`src/rtl/bbc_pkg.sv`:
```
package bbc_pkg;

    // Stack capacity in brackets; the level counter and RAM address follow from it.
    localparam int DEPTH  = 64;
    localparam int LVL_W  = $clog2(DEPTH + 1);
    localparam int ADDR_W = $clog2(DEPTH);

    // Status codes
    localparam logic [2:0] ST_OK       = 3'd0;
    localparam logic [2:0] ST_BALANCED = 3'd1;
    localparam logic [2:0] ST_MISMATCH = 3'd2;
    localparam logic [2:0] ST_EMPTY    = 3'd3;
    localparam logic [2:0] ST_UNCLOSED = 3'd4;
    localparam logic [2:0] ST_OVERFLOW = 3'd5;

    // Bracket kinds as stored on the stack
    localparam logic [1:0] KIND_CURLY  = 2'd0;
    localparam logic [1:0] KIND_SQUARE = 2'd1;
    localparam logic [1:0] KIND_ROUND  = 2'd2;

    localparam logic [7:0] CH_LCURLY  = 8'h7B;
    localparam logic [7:0] CH_RCURLY  = 8'h7D;
    localparam logic [7:0] CH_LSQUARE = 8'h5B;
    localparam logic [7:0] CH_RSQUARE = 8'h5D;
    localparam logic [7:0] CH_LROUND  = 8'h28;
    localparam logic [7:0] CH_RROUND  = 8'h29;

    typedef struct packed {
        logic       is_bracket;
        logic       opening;
        logic [1:0] kind;
    } char_class_t;

    typedef struct packed {
        logic              en;
        logic [ADDR_W-1:0] addr;
        logic [1:0]        data;
    } ram_wr_t;

    function automatic char_class_t classify(input logic [7:0] ch);
        char_class_t c;
        c = '{is_bracket: 1'b1, opening: 1'b0, kind: KIND_CURLY};
        case (ch)
            CH_LCURLY:  begin c.opening = 1'b1; c.kind = KIND_CURLY;  end
            CH_RCURLY:  begin c.kind = KIND_CURLY;  end
            CH_LSQUARE: begin c.opening = 1'b1; c.kind = KIND_SQUARE; end
            CH_RSQUARE: begin c.kind = KIND_SQUARE; end
            CH_LROUND:  begin c.opening = 1'b1; c.kind = KIND_ROUND;  end
            CH_RROUND:  begin c.kind = KIND_ROUND;  end
            default:    c.is_bracket = 1'b0;
        endcase
        return c;
    endfunction

endpackage

```
`src/rtl/bracket_balance_checker_core.sv`:
```
// Channel  | Direction | Handshake            | Payload
// ---------+-----------+----------------------+----------------------------------
// request  | in        | in_valid / in_ready  | char_code[7:0], is_last
// result   | out       | out_valid / out_ready| status[2:0], string_done, open_depth[6:0]
//
// One request per cycle unless a result waits untaken; one result per request,
// registered and shown in the cycle after its request is taken. The stack's top
// entry lives in a register; the one below is prefetched from the RAM every cycle.
// Reset (rst_n, async, active low) clears level, error and output valid; the
// RAM holds no reset state and needs no clearing pass.
// A stalled result holds its register; a new request is taken in the same
// cycle the waiting result is taken.
module bracket_balance_checker_core (
    input  logic       clk,
    input  logic       rst_n,
    input  logic       in_valid,
    output logic       in_ready,
    input  logic [7:0] char_code,
    input  logic       is_last,
    output logic       out_valid,
    input  logic       out_ready,
    output logic [2:0] status,
    output logic       string_done,
    output logic [6:0] open_depth
);
    import bbc_pkg::*;

    // Stack control state
    logic [LVL_W-1:0]  level_reg, level_next;
    logic [2:0]        err_reg, err_next;
    logic [1:0]        tos_reg, tos_next;

    // Bypass for a read that collides with the write of the same cycle
    logic              fwd_reg, fwd_next;
    logic [1:0]        fwd_data_reg;

    // Output register
    logic              out_valid_reg;
    logic [2:0]        status_reg, status_next;
    logic              done_reg;
    logic [6:0]        depth_reg;

    logic              accept;
    char_class_t       cls;
    ram_wr_t           wr;
    logic [ADDR_W-1:0] rd_addr;
    logic [1:0]        rd_data;
    logic [1:0]        below;
    logic [LVL_W-1:0]  level_step;
    logic [2:0]        err_step;
    logic [LVL_W-1:0]  level_m1;
    logic [LVL_W-1:0]  level_m2;

    bbc_stack_ram u_ram (
        .clk     (clk),
        .wr      (wr),
        .rd_addr (rd_addr),
        .rd_data (rd_data)
    );

    assign in_ready = !out_valid_reg || out_ready;
    assign accept   = in_valid && in_ready;
    assign cls      = classify(char_code);

    // Entry just under the top of stack, valid whenever the level is two or more.
    assign below    = fwd_reg ? fwd_data_reg : rd_data;
    assign level_m1 = level_reg - LVL_W'(1);

    always_comb
    begin
        level_step = level_reg;
        err_step   = err_reg;
        tos_next   = tos_reg;
        wr         = '{en: 1'b0, addr: level_m1[ADDR_W-1:0], data: tos_reg};

        if (accept && err_reg == ST_OK && cls.is_bracket)
        begin
            if (cls.opening)
            begin
                if (level_reg >= LVL_W'(DEPTH))
                begin
                    err_step = ST_OVERFLOW;
                end
                else
                begin
                    // spill the old top into the RAM, new kind becomes the top
                    wr.en      = (level_reg != '0);
                    tos_next   = cls.kind;
                    level_step = level_reg + LVL_W'(1);
                end
            end
            else if (level_reg == '0)
            begin
                err_step = ST_EMPTY;
            end
            else
            begin
                // pop: compare with the top, promote the prefetched entry
                level_step = level_m1;
                tos_next   = below;
                if (tos_reg != cls.kind)
                begin
                    err_step = ST_MISMATCH;
                end
            end
        end

        if (err_step != ST_OK)
        begin
            status_next = err_step;
        end
        else if (is_last)
        begin
            status_next = (level_step == '0) ? ST_BALANCED : ST_UNCLOSED;
        end
        else
        begin
            status_next = ST_OK;
        end

        // end of string: drop the stack and the held error
        if (accept && is_last)
        begin
            level_next = '0;
            err_next   = ST_OK;
        end
        else
        begin
            level_next = level_step;
            err_next   = err_step;
        end

        // prefetch the entry that will sit under the next top
        level_m2 = level_next - LVL_W'(2);
        rd_addr  = level_m2[ADDR_W-1:0];
        fwd_next = wr.en && (wr.addr == rd_addr);
    end

    always_ff @(posedge clk or negedge rst_n)
    begin
        if (!rst_n)
        begin
            level_reg     <= '0;
            err_reg       <= ST_OK;
            fwd_reg       <= 1'b0;
            out_valid_reg <= 1'b0;
        end
        else
        begin
            level_reg <= level_next;
            err_reg   <= err_next;
            fwd_reg   <= fwd_next;
            if (accept)
            begin
                out_valid_reg <= 1'b1;
            end
            else if (out_ready)
            begin
                out_valid_reg <= 1'b0;
            end
        end
    end

    // Payload registers, no reset
    always_ff @(posedge clk)
    begin
        tos_reg      <= tos_next;
        fwd_data_reg <= wr.data;
        if (accept)
        begin
            status_reg <= status_next;
            done_reg   <= is_last;
            depth_reg  <= 7'(level_step);
        end
    end

    assign out_valid   = out_valid_reg;
    assign status      = status_reg;
    assign string_done = done_reg;
    assign open_depth  = depth_reg;

    // Level never runs past the stack capacity.
    a_level_bound: assert property (@(posedge clk) disable iff (!rst_n)
        level_reg <= LVL_W'(DEPTH))
        else $error("stack level above capacity");

    // A last request leaves the block cleared for the next string.
    a_clear_on_last: assert property (@(posedge clk) disable iff (!rst_n)
        accept && is_last |=> level_reg == '0 && err_reg == ST_OK)
        else $error("state not cleared after end of string");

    // A held error freezes the stack level until the string ends.
    a_error_freeze: assert property (@(posedge clk) disable iff (!rst_n)
        err_reg != ST_OK && !(accept && is_last) |=>
            level_reg == $past(level_reg) && err_reg == $past(err_reg))
        else $error("stack moved while an error was held");

    // Every accepted request produces a result in the next cycle.
    a_result_follows: assert property (@(posedge clk) disable iff (!rst_n)
        accept |=> out_valid)
        else $error("result missing after accepted request");

endmodule

```
`src/rtl/bbc_stack_ram.sv`:
```
module bbc_stack_ram (
    input  logic                       clk,
    input  bbc_pkg::ram_wr_t           wr,
    input  logic [bbc_pkg::ADDR_W-1:0] rd_addr,
    output logic [1:0]                 rd_data
);
    import bbc_pkg::*;

    logic [1:0] mem [DEPTH];

    // One write port, one read port, read data registered (old data on collision).
    always_ff @(posedge clk)
    begin
        if (wr.en)
        begin
            mem[wr.addr] <= wr.data;
        end
        rd_data <= mem[rd_addr];
    end

endmodule

```
`config.mk`:
```
export PLATFORM = sky130hd
export DESIGN_NAME = bracket_balance_checker_core
export DESIGN_NICKNAME = d
export VERILOG_FILES = /design/src/rtl/bbc_pkg.sv /design/src/rtl/bracket_balance_checker_core.sv /design/src/rtl/bbc_stack_ram.sv
export SDC_FILE = /design/constraint.sdc
export NUM_CORES = 1
export LEC_CHECK = 0
export ABC_AREA = 1
export BUFFER_PORTS_ARGS = -buffer_cell sky130_fd_sc_hd__buf_2
export CAP_MARGIN = 40
export CORE_MARGIN = 2
export CORE_UTILIZATION = 60
export DETAILED_ROUTE_END_ITERATION = 10
export PLACE_DENSITY = 0.82
export SLEW_MARGIN = 10
export SYNTH_ARGS = -nofsm -noshare
export SYNTH_HDL_FRONTEND = slang
export SYNTH_SLANG_ARGS = --single-unit
```
`constraint.sdc`:
```
create_clock -name clk -period 9.1 [get_ports clk]
set_input_delay 0 -clock clk [delete_from_list [all_inputs] [get_ports clk]]
set_output_delay 0 -clock clk [all_outputs]
set_load 0.02 [all_outputs]
```
Yosys cells after proc, flatten, opt, wreduce, memory -nomap -nowiden
Memories as Yosys holds them, arrays and structs flattened. A register that Yosys moved wholly into a read port is not among the register bits.
Index checks and enable logic that the tools add are counted.
- reductions and logical operators: 18
- equality and inequality tests: 10
- $lt $le $gt $ge: 1
- add/subtract/negate cells: 3
- mux-type cells: 28
- operators with widths (operator ; count):
    $mux W7 ; 5
    $eq A8 B7 Y1 const B ; 4
    $mux W3 ; 9
    $eq A8 B6 Y1 const B ; 2
    $logic_not A7 Y1 ; 2
    $mux W1 ; 9
    $mux W2 ; 4
    $add A7 B1 Y7 const B ; 1
    $ge A7 B7 Y1 const B ; 1
    $reduce_bool A7 Y1 ; 1
    $sub A7 B1 Y7 const B ; 1
    $eq A6 B6 Y1 ; 1
    $reduce_or A6 Y1 ; 1
    $sub A6 B2 Y6 const B ; 1
    $logic_and A1 B1 Y1 ; 5
    $ne A2 B2 Y1 const B ; 2
    $pmux W2 S2 ; 1
    $reduce_or A2 Y1 ; 2
    $logic_not A3 Y1 ; 1
    $reduce_and A3 Y1 ; 1
    $reduce_bool A3 Y1 ; 1
    $reduce_or A3 Y1 ; 1
    $ne A2 B2 Y1 ; 1
    $reduce_bool A2 Y1 ; 1
    other kinds (2) ; 2
- logic and storage cells: 70
- output and inout bits: 13
- register bits: 27
- memories: 1
- bits in writable memories: 128
- memories (name ; depth ; bits a word ; rd ports ; clocked after memory_dff ; wr ports ; RTL line ; text):
    u_ram.mem ; 64 ; 2 ; 1 ; 1 ; 1 ; bbc_stack_ram.sv:9 ; logic [1:0] mem [DEPTH];

Depth between registers and ports, before layout
Gate-level depths: netlist of run 1.
- word-level depth: 10
- mapped depth: 24

Modules after synthesis
A second synthesis of run 1 with hierarchy kept.
- cells, all modules: 780
- area total of the unflattened synthesis: 7539.7 um2
- modules (own cells, without submodules) (module ; area each (um2) ; cells each ; seq. area each (um2) ; times used):
    bbc_stack_ram ; 5614.1 ; 520 ; 3883.7 ; 1
    bracket_balance_checker_core ; 1925.6 ; 260 ; 730.7 ; 1

Least setup slack after synthesis of run 1
No wires, ideal clock.
- kind: register to register
- start: register out_valid_reg (netlist: out_valid)
- end: register fwd_reg
- arrival: 3050 ps
- clock period less this slack: 3121 ps
- setup slack: 5979 ps
- setup time: 71 ps
- stages on the path, launching flop included: 20
- data required time: 9029 ps
- path through: dfrtp_1 nand2_1 nand2_2 nor2_2 nand2_2 nand2_8 nand2_1 nand2_2 nand2_4 clkbuf_1 ha_1 clkbuf_1 inv_2 clkbuf_1 nor2_1 nor3_1 nand4_1 nor2_1 nand3_1 nor2_1
- word-level cells in the longest chain between the ends: 10
- elaborated cells on any way between the ends: 12
- ends and longest elaborated chain (item ; RTL line ; text):
    start: declaration ; bracket_balance_checker_core.sv:38 ; logic out_valid_reg;
    start signal: assignment ; bracket_balance_checker_core.sv:146 ; out_valid_reg <= 1'b0;
    start signal: assignment ; bracket_balance_checker_core.sv:155 ; out_valid_reg <= 1'b1;
    start signal: assignment ; bracket_balance_checker_core.sv:159 ; out_valid_reg <= 1'b0;
    $logic_not A1 Y1 ; bracket_balance_checker_core.sv:61 ; assign in_ready = !out_valid_reg || out_ready;
    $logic_or A1 B1 Y1 ; bracket_balance_checker_core.sv:61 ;
    named net in_ready ; bracket_balance_checker_core.sv:17 ; output logic in_ready,
    $logic_and A1 B1 Y1 ; bracket_balance_checker_core.sv:62 ; assign accept = in_valid && in_ready;
    $logic_and A1 B1 Y1 (2 in a row) ; bracket_balance_checker_core.sv:76 ; if (accept && err_reg == ST_OK && cls.is_bracket)
    $mux W7 ; bracket_balance_checker_core.sv:76 ;
    named net level_step[1] ; bracket_balance_checker_core.sv:49 ; logic [LVL_W-1:0] level_step;
    $mux W7 ; bracket_balance_checker_core.sv:122 ; if (accept && is_last)
    $sub A6 B2 Y6 ; bracket_balance_checker_core.sv:134 ; level_m2 = level_next - LVL_W'(2);
    $eq A6 B6 Y1 ; bracket_balance_checker_core.sv:136 ; fwd_next = wr.en && (wr.addr == rd_addr);
    $logic_and A1 B1 Y1 ; bracket_balance_checker_core.sv:136 ;
    named net fwd_next ; bracket_balance_checker_core.sv:34 ; logic fwd_reg, fwd_next;
    end signal: assignment ; bracket_balance_checker_core.sv:152 ; fwd_reg <= fwd_next;
    end: declaration ; bracket_balance_checker_core.sv:34 ;
The timed path passes the listed nets, and every way through them passes these cells.
A chain may end at the register's enable or synchronous reset.

Worst setup path after layout of run 1
- start: register out_valid_reg (netlist: out_valid)
- end: register u_ram.rd_data[0] (read register of u_ram.mem)
- word-level cells in the longest chain between the ends: 8
- elaborated cells on any way between the ends: 9
- ends and longest elaborated chain (item ; RTL line ; text):
    $logic_not A1 Y1 * ; bracket_balance_checker_core.sv:61 ;
    $logic_or A1 B1 Y1 * ; bracket_balance_checker_core.sv:61 ;
    $logic_and A1 B1 Y1 * ; bracket_balance_checker_core.sv:62 ;
    $logic_and A1 B1 Y1 (2 in a row) ; bracket_balance_checker_core.sv:76 ;
    $mux W7 ; bracket_balance_checker_core.sv:76 ;
    $mux W7 * ; bracket_balance_checker_core.sv:122 ;
    $sub A6 B2 Y6 * ; bracket_balance_checker_core.sv:134 ;
    end: declaration ; bbc_stack_ram.sv:5 ; output logic [1:0] rd_data
Every way passes the cells marked *; elsewhere a longest branch is shown, timed or not.

==> results.txt, run 1 <==
Rows: 41
RSZ-0062 raised after global routing: no
mux cell area share after synthesis: 0.256%
fin util: 67.8%
Post-DP HPWL: 11300 µm
HP Class: in -> reg
Final Hold Viols: 0
total negative slack: 0 ps
Synth Area in Adders: 0.481%
Layout area overhead: 10.1%
Setup Buffers After CTS: 0
Tot Pwr: 1.64 mW
remaining antenna violation count: 0
CP Class: reg -> reg
Netlist cell types: 38
largest family of logic cells by synthesized area: simple AND/OR/NAND/NOR gates
core area: 12700 µm²
Iter 0 DRT Violations: 670
PwrDens: 191 nW/µm²
Pre-antenna DRT Iters: 5
post-synthesis xor/xnor area fraction: 1.54%
Leak: 3.67 nW
# DRC: 0
CP Launch Type: flip-flop
fin nets: 888
Final Max Tran Viols: 0
post-synthesis sequential area ratio: 59.1%
number of flip-flops in the largest register: 128
worst-skew pair later-pin latency: 430 ps
Buffers on Ports: 25
design area: 8600 µm²
Top Ports: 26
part of the cycle the worst path needs: 46.3%
WP data required: 9470 ps
total track usage: 27.0%
post-cts resize count: 0
largest net degree at the start of global routing: 67
Post-Syn Nets: 862
post-place setup slack: 4990 ps
Slew @ Worst Pin: 917 ps
chip height: 118 µm
vias in the first global route: 5733
Max FO, Critical Path: 34
Routed WL per cell: 16.8 µm
Placer Congestion: 0.943
drt via density: 5.63
Yosys reg bits: 157
asr flop ratio synth: 7.64%
first-pass GRT wire length: 28700 µm
R2R depth: 14
starting density of the core: 61.6%
Mapped Area: 7800 µm²
ys flop type: edfxtp_1
worst-case clock buffer depth: 2
fmax: 237 MHz
final critical-path required period: 4220 ps
die span in x: 118 µm
status: completed
VDD IR max: 0.000135 V
Crit. End Element: flip-flop
area share of the largest cell type after synthesis: 54.2%
Post-Synthesis Cells: 846
top cells by count, synth: nand2_1 (195), edfxtp_1 (141), nand3_1 (134)
CTS tree: yes
H-tree Lvls: 4
EDFF count, synth: 141
fraction of layout cells with a size suffix above 1: 11.2%
Mean Syn Cell Area: 9.23 µm²
Synth area leaders: edfxtp_1 (54%), nand2_1 (9.4%), nand3_1 (8.6%)
normalized max-slew margin: 38.9%
CTS Buf Count: 17
MaxCap Viol Count: 0
most common cell in the netlist: nand2_1
Setup Skew: 9.15 ps
yosys warns: 0
vias: 5947
Sink Count: 157
area leader, netlist: edfxtp_1
Synth Area in Compound Gates: 1.91%
worst setup margin: 4880 ps
hold depth: 4
clock tree root buffer cell: clkbuf_16
antenna violations before repair: 0
# diodes: 0
Post-Route WL: 17700 µm
die area: 13900 µm²
Finish-stage setup viols: 0
post-synthesis simple-gate area fraction: 28.5%
critical path arrival: 4590 ps
Post-CTS Hold Buffers: 6
gr ovfl total: 0
Placed Area: 7980 µm²
clock-pin slew on the worst setup and hold paths: 60 ps
==> worst paths after layout <==
kind,startpoint,to,slack (ps)
hold reg to reg,err_reg[1],err_reg[1],570
max in group asynchronous,rst_n,err_reg[0],8060
hold / removal,char_code[0],tos_reg[1],80
min in group asynchronous,rst_n,err_reg[1],640
setup reg to reg,out_valid,u_ram.rd_data[0],4880
setup / recovery,out_valid,u_ram.rd_data[0],4880
==> cell usage in the layout, fill, tap and decap left out, drive strengths merged <==
master / instances
nor2: 134
buf: 28
clkinvlp: 4
dlygate4sd3: 6
clkbuf: 19
a21oi: 12
o21ai: 12
a31oi: 2
nor3: 3
dfxtp: 4
dfrtp: 12
inv: 120
nand3b: 4
edfxtp: 141
a31o: 1
nand2: 210
mux2i: 2
and2: 1
nand3: 137
bufinv: 2
nor4: 1
clkinv: 7
xnor2: 2
ha: 3
nand4: 8
xor2: 10
==> per-layer routing <==
| metal | vias up | part of all wire [%] | routed length, µm | global-route usage [%] |
|---|---|---|---|---|
| li1 | 2814 | - | - | - |
| met5 | - | 0 | 0 | 0 |
| met2 | 320 | 49 | 8720 | 44.5 |
| met3 | 35 | 8.3 | 1480 | 6.44 |
| met1 | 2778 | 40 | 7070 | 33.5 |
| met4 | 0 | 2.7 | 485 | 13.3 |
==> worst max-delay path, cell delays in order, from the launching register on <==
cell,delay (ps)
dfrtp_1,370
nand2_1,120
nand2_2,100
nor2_4,210
clkinv_1,680
nand2_4,650
ha_1,830
inv_2,420
nor2_1,250
nand2_1,60
nand3_1,110
nand3_1,110
nand3_1,100
nand3_1,70
nand2_1,70
==> cell families after synthesis <==
logic type / after synthesis
fa+ha+maj: 3
flops: 157
simple gates: 498
buf+inv: 147
xor+xnor: 12
mux: 2
compound gates: 27
==> stage by stage <==
| stage | hold WS [ps] | cells |
|---|---|---|
| global route | 119 | 1057 |
| finish | 83.1 | 1057 |
| floorplan | -296 | 846 |
| CTS | 67.7 | 1057 |
| detailed placement | -97.4 | 1019 |
| global placement | -100 | 1019 |
==> cell type report <==
cell class                 count  area, µm²
sequential                   157       4610
fill                        1013       4070
inverter                     120        455
clock inverter                13        124
timing repair buffer          34        208
tap                          172        215
multi-input combinational    542       2550
clock buffer                  19        433
==> report_power, final <==
group / total (mW) / switching (mW) / internal [mW]
Combinational: 0.175 / 0.126 / 0.0493
Clock: 0.674 / 0.276 / 0.399
Sequential: 0.796 / 0.00784 / 0.788
Total: 1.64 / 0.409 / 1.24
No activity file was read; power rests on OpenSTA's default activity.
==> run 2: changes to the inputs <==
- ABC_AREA: 1 -> 0
- PLACE_DENSITY: 0.82 -> 0.83
- clock period: 9.1 -> 4.31 ns (I/O delays scaled with it)
==> results.txt, run 2 <==
hold_ws: 100 ps (was 83.1 ps)
asr flop ratio synth: 7.64% (unchanged)
Max FO, Critical Path: 8 (was 34)
Leak: 2.97 nW (was 3.67 nW)
H-tree Lvls: 4 (unchanged)
Reg power frac: 51.2% (was 48.4%)
Netlist cell types: 66 (was 38)
first-pass GRT wire length: 26600 µm (was 28700 µm)
Layout area overhead: 12.5% (was 10.1%)
die span in x: 114 µm (was 118 µm)
worst-case clock buffer depth: 2 (unchanged)
remaining antenna violation count: 0 (unchanged)
Synth area leaders: edfxtp_1 (59%), nor2_1 (4.7%), nand2_1 (4.4%) (was edfxtp_1 (54%), nand2_1 (9.4%), nand3_1 (8.6%))
post-place setup slack: 80.4 ps (was 4990 ps)
Setup Buffers After CTS: 0 (unchanged)
combinational share of power: 5.9% (was 10.6%)
Post-Synthesis Cells: 593 (was 846)
Buffers on Ports: 25 (unchanged)
gr ovfl total: 0 (unchanged)
part of the cycle the worst path needs: 93.1% (was 46.3%)
FF-to-FF Start: level_reg[0] (was out_valid)
area leader, netlist: edfxtp_1 (unchanged)
Int Power: 2.51 mW (was 1.24 mW)
# diodes: 0 (unchanged)
worst setup margin: 297 ps (was 4880 ps)
mux cell area share after synthesis: 3.53% (was 0.256%)
ys flop type: edfxtp_1 (unchanged)
clock network power share: 42.9% (was 41.0%)
critical path arrival: 4370 ps (was 4590 ps)
core area: 11900 µm² (was 12700 µm²)
RSZ-0062 raised after global routing: no (unchanged)
Synth Area in Adders: 0.521% (was 0.481%)
PwrDens: 399 nW/µm² (was 191 nW/µm²)
Final Hold Viols: 0 (unchanged)
Placer Congestion: 0.973 (was 0.943)
post-synthesis sequential area ratio: 64.1% (was 59.1%)
drt via density: 6.48 (was 5.63)
final critical-path required period: 4010 ps (was 4220 ps)
Crit. End Element: flip-flop (unchanged)
die area: 12900 µm² (was 13900 µm²)
Synth Area in Compound Gates: 10.1% (was 1.91%)
post-synthesis xor/xnor area fraction: 2.33% (was 1.54%)
largest net degree at the start of global routing: 67 (unchanged)
Critical path origin: level_reg[0] (was out_valid)
MaxCap Viol Count: 0 (unchanged)
fillers: 842 (was 1013)
Setup Skew: 9.79 ps (was 9.15 ps)
crit path to: u_ram.rd_data[0] (unchanged)
CP Class: reg -> reg (unchanged)
R2R depth: 16 (was 14)
yosys warns: 0 (unchanged)
largest family of logic cells by synthesized area: simple AND/OR/NAND/NOR gates (unchanged)
footprint of the multi-input gates: 2410 µm² (was 2550 µm²)
# DRC: 0 (unchanged)
minimum setup slack among reg-to-reg paths: 300 ps (was 4880 ps)
number of flip-flops in the largest register: 128 (unchanged)
status: completed (unchanged)
worst-skew pair later-pin latency: 430 ps (about the same)
vias: 5122 (was 5947)
Slew @ Worst Pin: 826 ps (was 917 ps)
reg2reg end: u_ram.rd_data[0] (unchanged)
fraction of layout cells with a size suffix above 1: 14.8% (was 11.2%)
clock-pin slew on the worst setup and hold paths: 70 ps (was 60 ps)
clock tree root buffer cell: clkbuf_16 (unchanged)
switching share of power: 22.6% (was 24.9%)
most common cell in the netlist: edfxtp_1 (was nand2_1)
area share of the largest cell type after synthesis: 58.8% (was 54.2%)
Top Ports: 26 (unchanged)
HP Class: in -> reg (unchanged)
most frequent cells in the layout: edfxtp_1 (141), nor2_1 (91), nand2_1 (84) (was nand2_1 (195), edfxtp_1 (141), nand3_1 (134))
chip height: 114 µm (was 118 µm)
CTS Buf Count: 17 (unchanged)
CTS tree: yes (unchanged)
antenna violations before repair: 0 (unchanged)
vias in the first global route: 4964 (was 5733)
CP Launch Type: flip-flop (unchanged)
post-synthesis simple-gate area fraction: 16.6% (was 28.5%)
Pre-antenna DRT Iters: 7 (was 5)
Finish-stage setup viols: 0 (unchanged)
VDD IR max: 0.000342 V (was 0.000135 V)
Psw: 0.730 mW (was 0.409 mW)
Sink Count: 157 (unchanged)
Rows: 40 (was 41)
Post-DP HPWL: 10700 µm (was 11300 µm)
normalized max-slew margin: 44.5% (was 38.9%)
Routed WL per cell: 21.7 µm (was 16.8 µm)
total negative slack: 0 ps (unchanged)
Mean Syn Cell Area: 12.1 µm² (was 9.23 µm²)
starting density of the core: 60.7% (was 61.6%)
EDFF count, synth: 141 (unchanged)
Tot Pwr: 3.24 mW (was 1.64 mW)
Mapped Area: 7200 µm² (was 7800 µm²)
fmax: 249 MHz (was 237 MHz)
total track usage: 27.7% (was 27.0%)
top cells by count, synth: edfxtp_1 (141), nor2_1 (91), nand2_1 (84) (was nand2_1 (195), edfxtp_1 (141), nand3_1 (134))
most common cell after layout, fill and taps aside: edfxtp_1 (was nand2_1)
Post-Route WL: 17100 µm (was 17700 µm)
fin nets: 646 (was 888)
Storage cell area: 4610 µm² (unchanged)
Iter 0 DRT Violations: 543 (was 670)
Final Max Tran Viols: 0 (unchanged)
Post-Syn Nets: 609 (was 862)
Yosys reg bits: 157 (unchanged)
WP data required: 4670 ps (was 9470 ps)
[run 2: changes by cell type after synthesis, sizes merged, moves of 14 or more]
cell / before / now
mux2i: 2 / 17
nand2: 210 / 84
nor2: 134 / 92
a21oi: 12 / 26
nand3: 137 / 26
inv: 119 / 19
[run 2: power by group through the flow]
stage / sequential, mW / combinational, mW / clock (mW)
global placement: 1.69 / 0.176 / 0
finish: 1.66 / 0.192 / 1.39
detailed placement: 1.69 / 0.180 / 0
CTS: 1.66 / 0.186 / 1.40
global route: 1.66 / 0.207 / 1.44
floorplan: 1.69 / 0.117 / 0
[run 2: kinds of logic after synthesis]
logic type | count (synthesis)
flops | 157
mux | 23
xor+xnor | 17
buf+inv | 42
fa+ha+maj | 3
compound gates | 92
simple gates | 259
[run 2: worst min-delay path by stage]
stage / depth (start not counted) / start / endpoint / slack (ps)
2_1_floorplan: 0 / rst_n / err_reg[0] / -300
3_3_place_gp: 1 / rst_n / level_reg[5] / -90
3_5_place_dp: 1 / rst_n / level_reg[5] / -100
4_1_cts: 3 / char_code[0] / tos_reg[1] / 90
5_1_grt: 3 / char_code[0] / tos_reg[1] / 90
6_report: 3 / char_code[0] / tos_reg[1] / 100
[run 2: what timing repair did]
item,in CTS,in global routing
hold endpoints to repair,17,0
endpoints found under the setup margin,0,2
resized for setup,0,6
hold buffers,6,0
[run 2: area by class of cell]
class / instances / share of cell area (%)
flip-flops and latches: 157 / 57.0
repair buffers: 41 / 3.37
clock inverters: 15 / 1.50
well taps: 147 / 2.27
inverters: 19 / 0.911
multi-input cells: 394 / 29.7
clock buffers: 17 / 5.25
[run 2: routing by layer]
metal	track usage, %	routed length, µm	vias up
met4	13.0	651	0
met5	0	0	-
met2	45.1	8300	298
met3	6.43	1530	60
met1	35.5	6630	2472
li1	-	-	2292
[run 2: critical path, stage by stage (launching register included)]
cell	delay, ps
dfrtp_1	450
inv_2	170
ha_1	180
or4b_4	500
nor3_2	200
nor3_1	130
a22oi_1	200
o2bb2ai_1	170
nand2_1	150
ha_1	220
inv_1	100
a211o_1	350
a21oi_4	320
o221ai_1	300
o211ai_1	180
o22ai_1	130
nor3_1	190
[run 2: through the flow]
step / util [%] / instance area [µm²] / std cells
floorplan: - / 7200 / 593
global placement: 62.9 / 7460 / 752
detailed placement: 62.9 / 7460 / 752
CTS: 68.0 / 8070 / 790
global route: 68.3 / 8100 / 790
finish: 68.3 / 8100 / 790
==> run 3: changes to the inputs <==
- ABC_AREA: 0 -> 1
- GPL_ROUTABILITY_DRIVEN: unset -> 0
- PLACE_DENSITY: 0.83 -> 0.82
==> results.txt, run 3 (same netlist as run 1, synthesis figures left out) <==
total track usage: 27.0% (was 27.7%)
post-place setup slack: 995 ps (was 80.4 ps)
# diodes: 0 (unchanged)
most common cell after layout, fill and taps aside: nand2_1 (was edfxtp_1)
clock-pin slew on the worst setup and hold paths: 60 ps (was 70 ps)
total negative slack: 0 ps (unchanged)
part of the cycle the worst path needs: 79.0% (was 93.1%)
CTS tree: yes (unchanged)
worst setup margin: 904 ps (was 297 ps)
clock tree root buffer cell: clkbuf_16 (unchanged)
worst-case clock buffer depth: 2 (unchanged)
Post-DP HPWL: 10900 µm (was 10700 µm)
fraction of layout cells with a size suffix above 1: 12.3% (was 14.8%)
remaining antenna violation count: 0 (unchanged)
drt via density: 5.66 (was 6.48)
Sink Count: 157 (unchanged)
Setup Skew: 10.5 ps (was 9.79 ps)
fin util: 68.5% (was 68.3%)
fmax: 294 MHz (was 249 MHz)
Buffers on Ports: 25 (unchanged)
Post-CTS Hold Buffers: 6 (unchanged)
gr ovfl total: 0 (unchanged)
antenna violations before repair: 0 (unchanged)
hold depth: 4 (was 3)
Max FO, Critical Path: 26 (was 8)
Leak: 3.71 nW (was 2.97 nW)
Iter 0 DRT Violations: 668 (was 543)
Final Max Tran Viols: 0 (unchanged)
MaxCap Viol Count: 0 (unchanged)
vias: 6003 (was 5122)
Placed Area: 8010 µm² (was 7460 µm²)
Final Hold Viols: 0 (unchanged)
CP Class: reg -> reg (unchanged)
design area: 8680 µm² (was 8100 µm²)
critical-path cell list: inv_2 -> ha_1 -> nand2_1 -> nor2_1 -> nand2_1 -> inv_2 -> nor2_2 -> nand2_1 -> nand3_1 -> o21ai_1 -> inv_1 -> nand2_2 -> ha_1 -> buf_4 -> inv_2 -> a21oi_1 -> nand2_1 -> nand3_1 -> nand3_1 -> nand3_1 -> nand3_1 -> nand2_1 (was inv_2 -> ha_1 -> or4b_4 -> nor3_2 -> nor3_1 -> a22oi_1 -> o2bb2ai_1 -> nand2_1 -> ha_1 -> inv_1 -> a211o_1 -> a21oi_4 -> o221ai_1 -> o211ai_1 -> o22ai_1 -> nor3_1)
Levels on crit path: 22 (was 16)
VDD IR max: 0.000321 V (was 0.000342 V)
H-tree Lvls: 4 (unchanged)
die span in x: 118 µm (was 114 µm)
Top Ports: 26 (unchanged)
critical path arrival: 3790 ps (was 4370 ps)
status: completed (unchanged)
Crit. End Element: flip-flop (unchanged)
chip height: 118 µm (was 114 µm)
vias in the first global route: 5752 (was 4964)
worst-skew pair later-pin latency: 430 ps (about the same)
largest net degree at the start of global routing: 67 (unchanged)
hold_ws: 75.3 ps (was 100 ps)
Post-Route WL: 18100 µm (was 17100 µm)
fillers: 947 (was 842)
Pre-antenna DRT Iters: 5 (was 7)
first-pass GRT wire length: 28700 µm (was 26600 µm)
final critical-path required period: 3410 ps (was 4010 ps)
Setup Buffers After CTS: 0 (unchanged)
Slowest cell on crit path: dfrtp_1 (was or4b_4)
Finish-stage setup viols: 0 (unchanged)
most frequent cells in the layout: nand2_1 (195), edfxtp_1 (141), nand3_1 (134) (was edfxtp_1 (141), nor2_1 (91), nand2_1 (84))
WP data required: 4690 ps (was 4670 ps)
core area: 12700 µm² (was 11900 µm²)
fin nets: 892 (was 646)
CTS Buf Count: 17 (unchanged)
DP Cell Count: 1023 (was 752)
CP peak stage delay: 420 ps (was 500 ps)
# DRC: 0 (unchanged)
Slew @ Worst Pin: 697 ps (was 826 ps)
HP Class: in -> reg (unchanged)
RSZ-0062 raised after global routing: no (unchanged)
Routed WL per cell: 17.0 µm (was 21.7 µm)
normalized max-slew margin: 53.5% (was 44.5%)
Layout area overhead: 11.3% (was 12.5%)
R2R depth: 22 (was 16)
post-route insts no fill: 1061 (was 790)
Bufs and invs on worst path: 5 (was 2)
starting density of the core: 61.6% (was 60.7%)
post-cts resize count: 0 (unchanged)
die area: 13900 µm² (was 12900 µm²)
PwrDens: 414 nW/µm² (was 399 nW/µm²)
Tot Pwr: 3.60 mW (was 3.24 mW)
CP Launch Type: flip-flop (unchanged)
number of flip-flops in the largest register: 128 (unchanged)
Rows: 41 (was 40)
CP top delay family: simple AND/OR/NAND/NOR gates (was compound AO/OA/AOI/OAI gates)
## run 3: layout make-up
class / instances / area, µm² / area share [%]
clock buffers: 17 / 425 / 4.90
inverters: 120 / 455 / 5.24
clock inverters: 15 / 189 / 2.18
multi-input cells: 542 / 2550 / 29.3
well taps: 172 / 215 / 2.48
flip-flops and latches: 157 / 4610 / 53.1
repair buffers: 38 / 238 / 2.74
## run 3: final timing paths
check	to	start	slack, ps
min reg2reg	err_reg[1]	err_reg[1]	550
max reg2reg	u_ram.rd_data[1]	level_reg[0]	900
min	tos_reg[1]	char_code[0]	80
min in group asynchronous	fwd_reg	rst_n	650
max in group asynchronous	level_reg[1]	rst_n	3250
max	u_ram.rd_data[1]	level_reg[0]	900
## run 3: power breakdown
group | switching (mW) | total [mW] | internal [mW]
Clock | 0.625 | 1.54 | 0.919
Sequential | 0.0103 | 1.67 | 1.66
Combinational | 0.274 | 0.379 | 0.106
## run 3: per-layer routing
metal / vias up / part of all wire (%) / GRT usage (%)
li1: 2823 / - / -
met1: 2754 / 37 / 31.9
met2: 357 / 48 / 44.1
met3: 69 / 10 / 7.51
met4: 0 / 5.0 / 16.4
met5: - / 0 / 0
## run 3: worst reg2reg max path: cells and delay by family (launching register included)
| kind | cells | cell delay, ps |
|---|---|---|
| AND/OR/NAND/NOR | 13 | 1210 |
| buffers and inverters | 5 | 910 |
| adder cells (fa/ha/maj) | 2 | 550 |
| flip-flops | 1 | 420 |
| AO/OA/AOI/OAI | 2 | 270 |
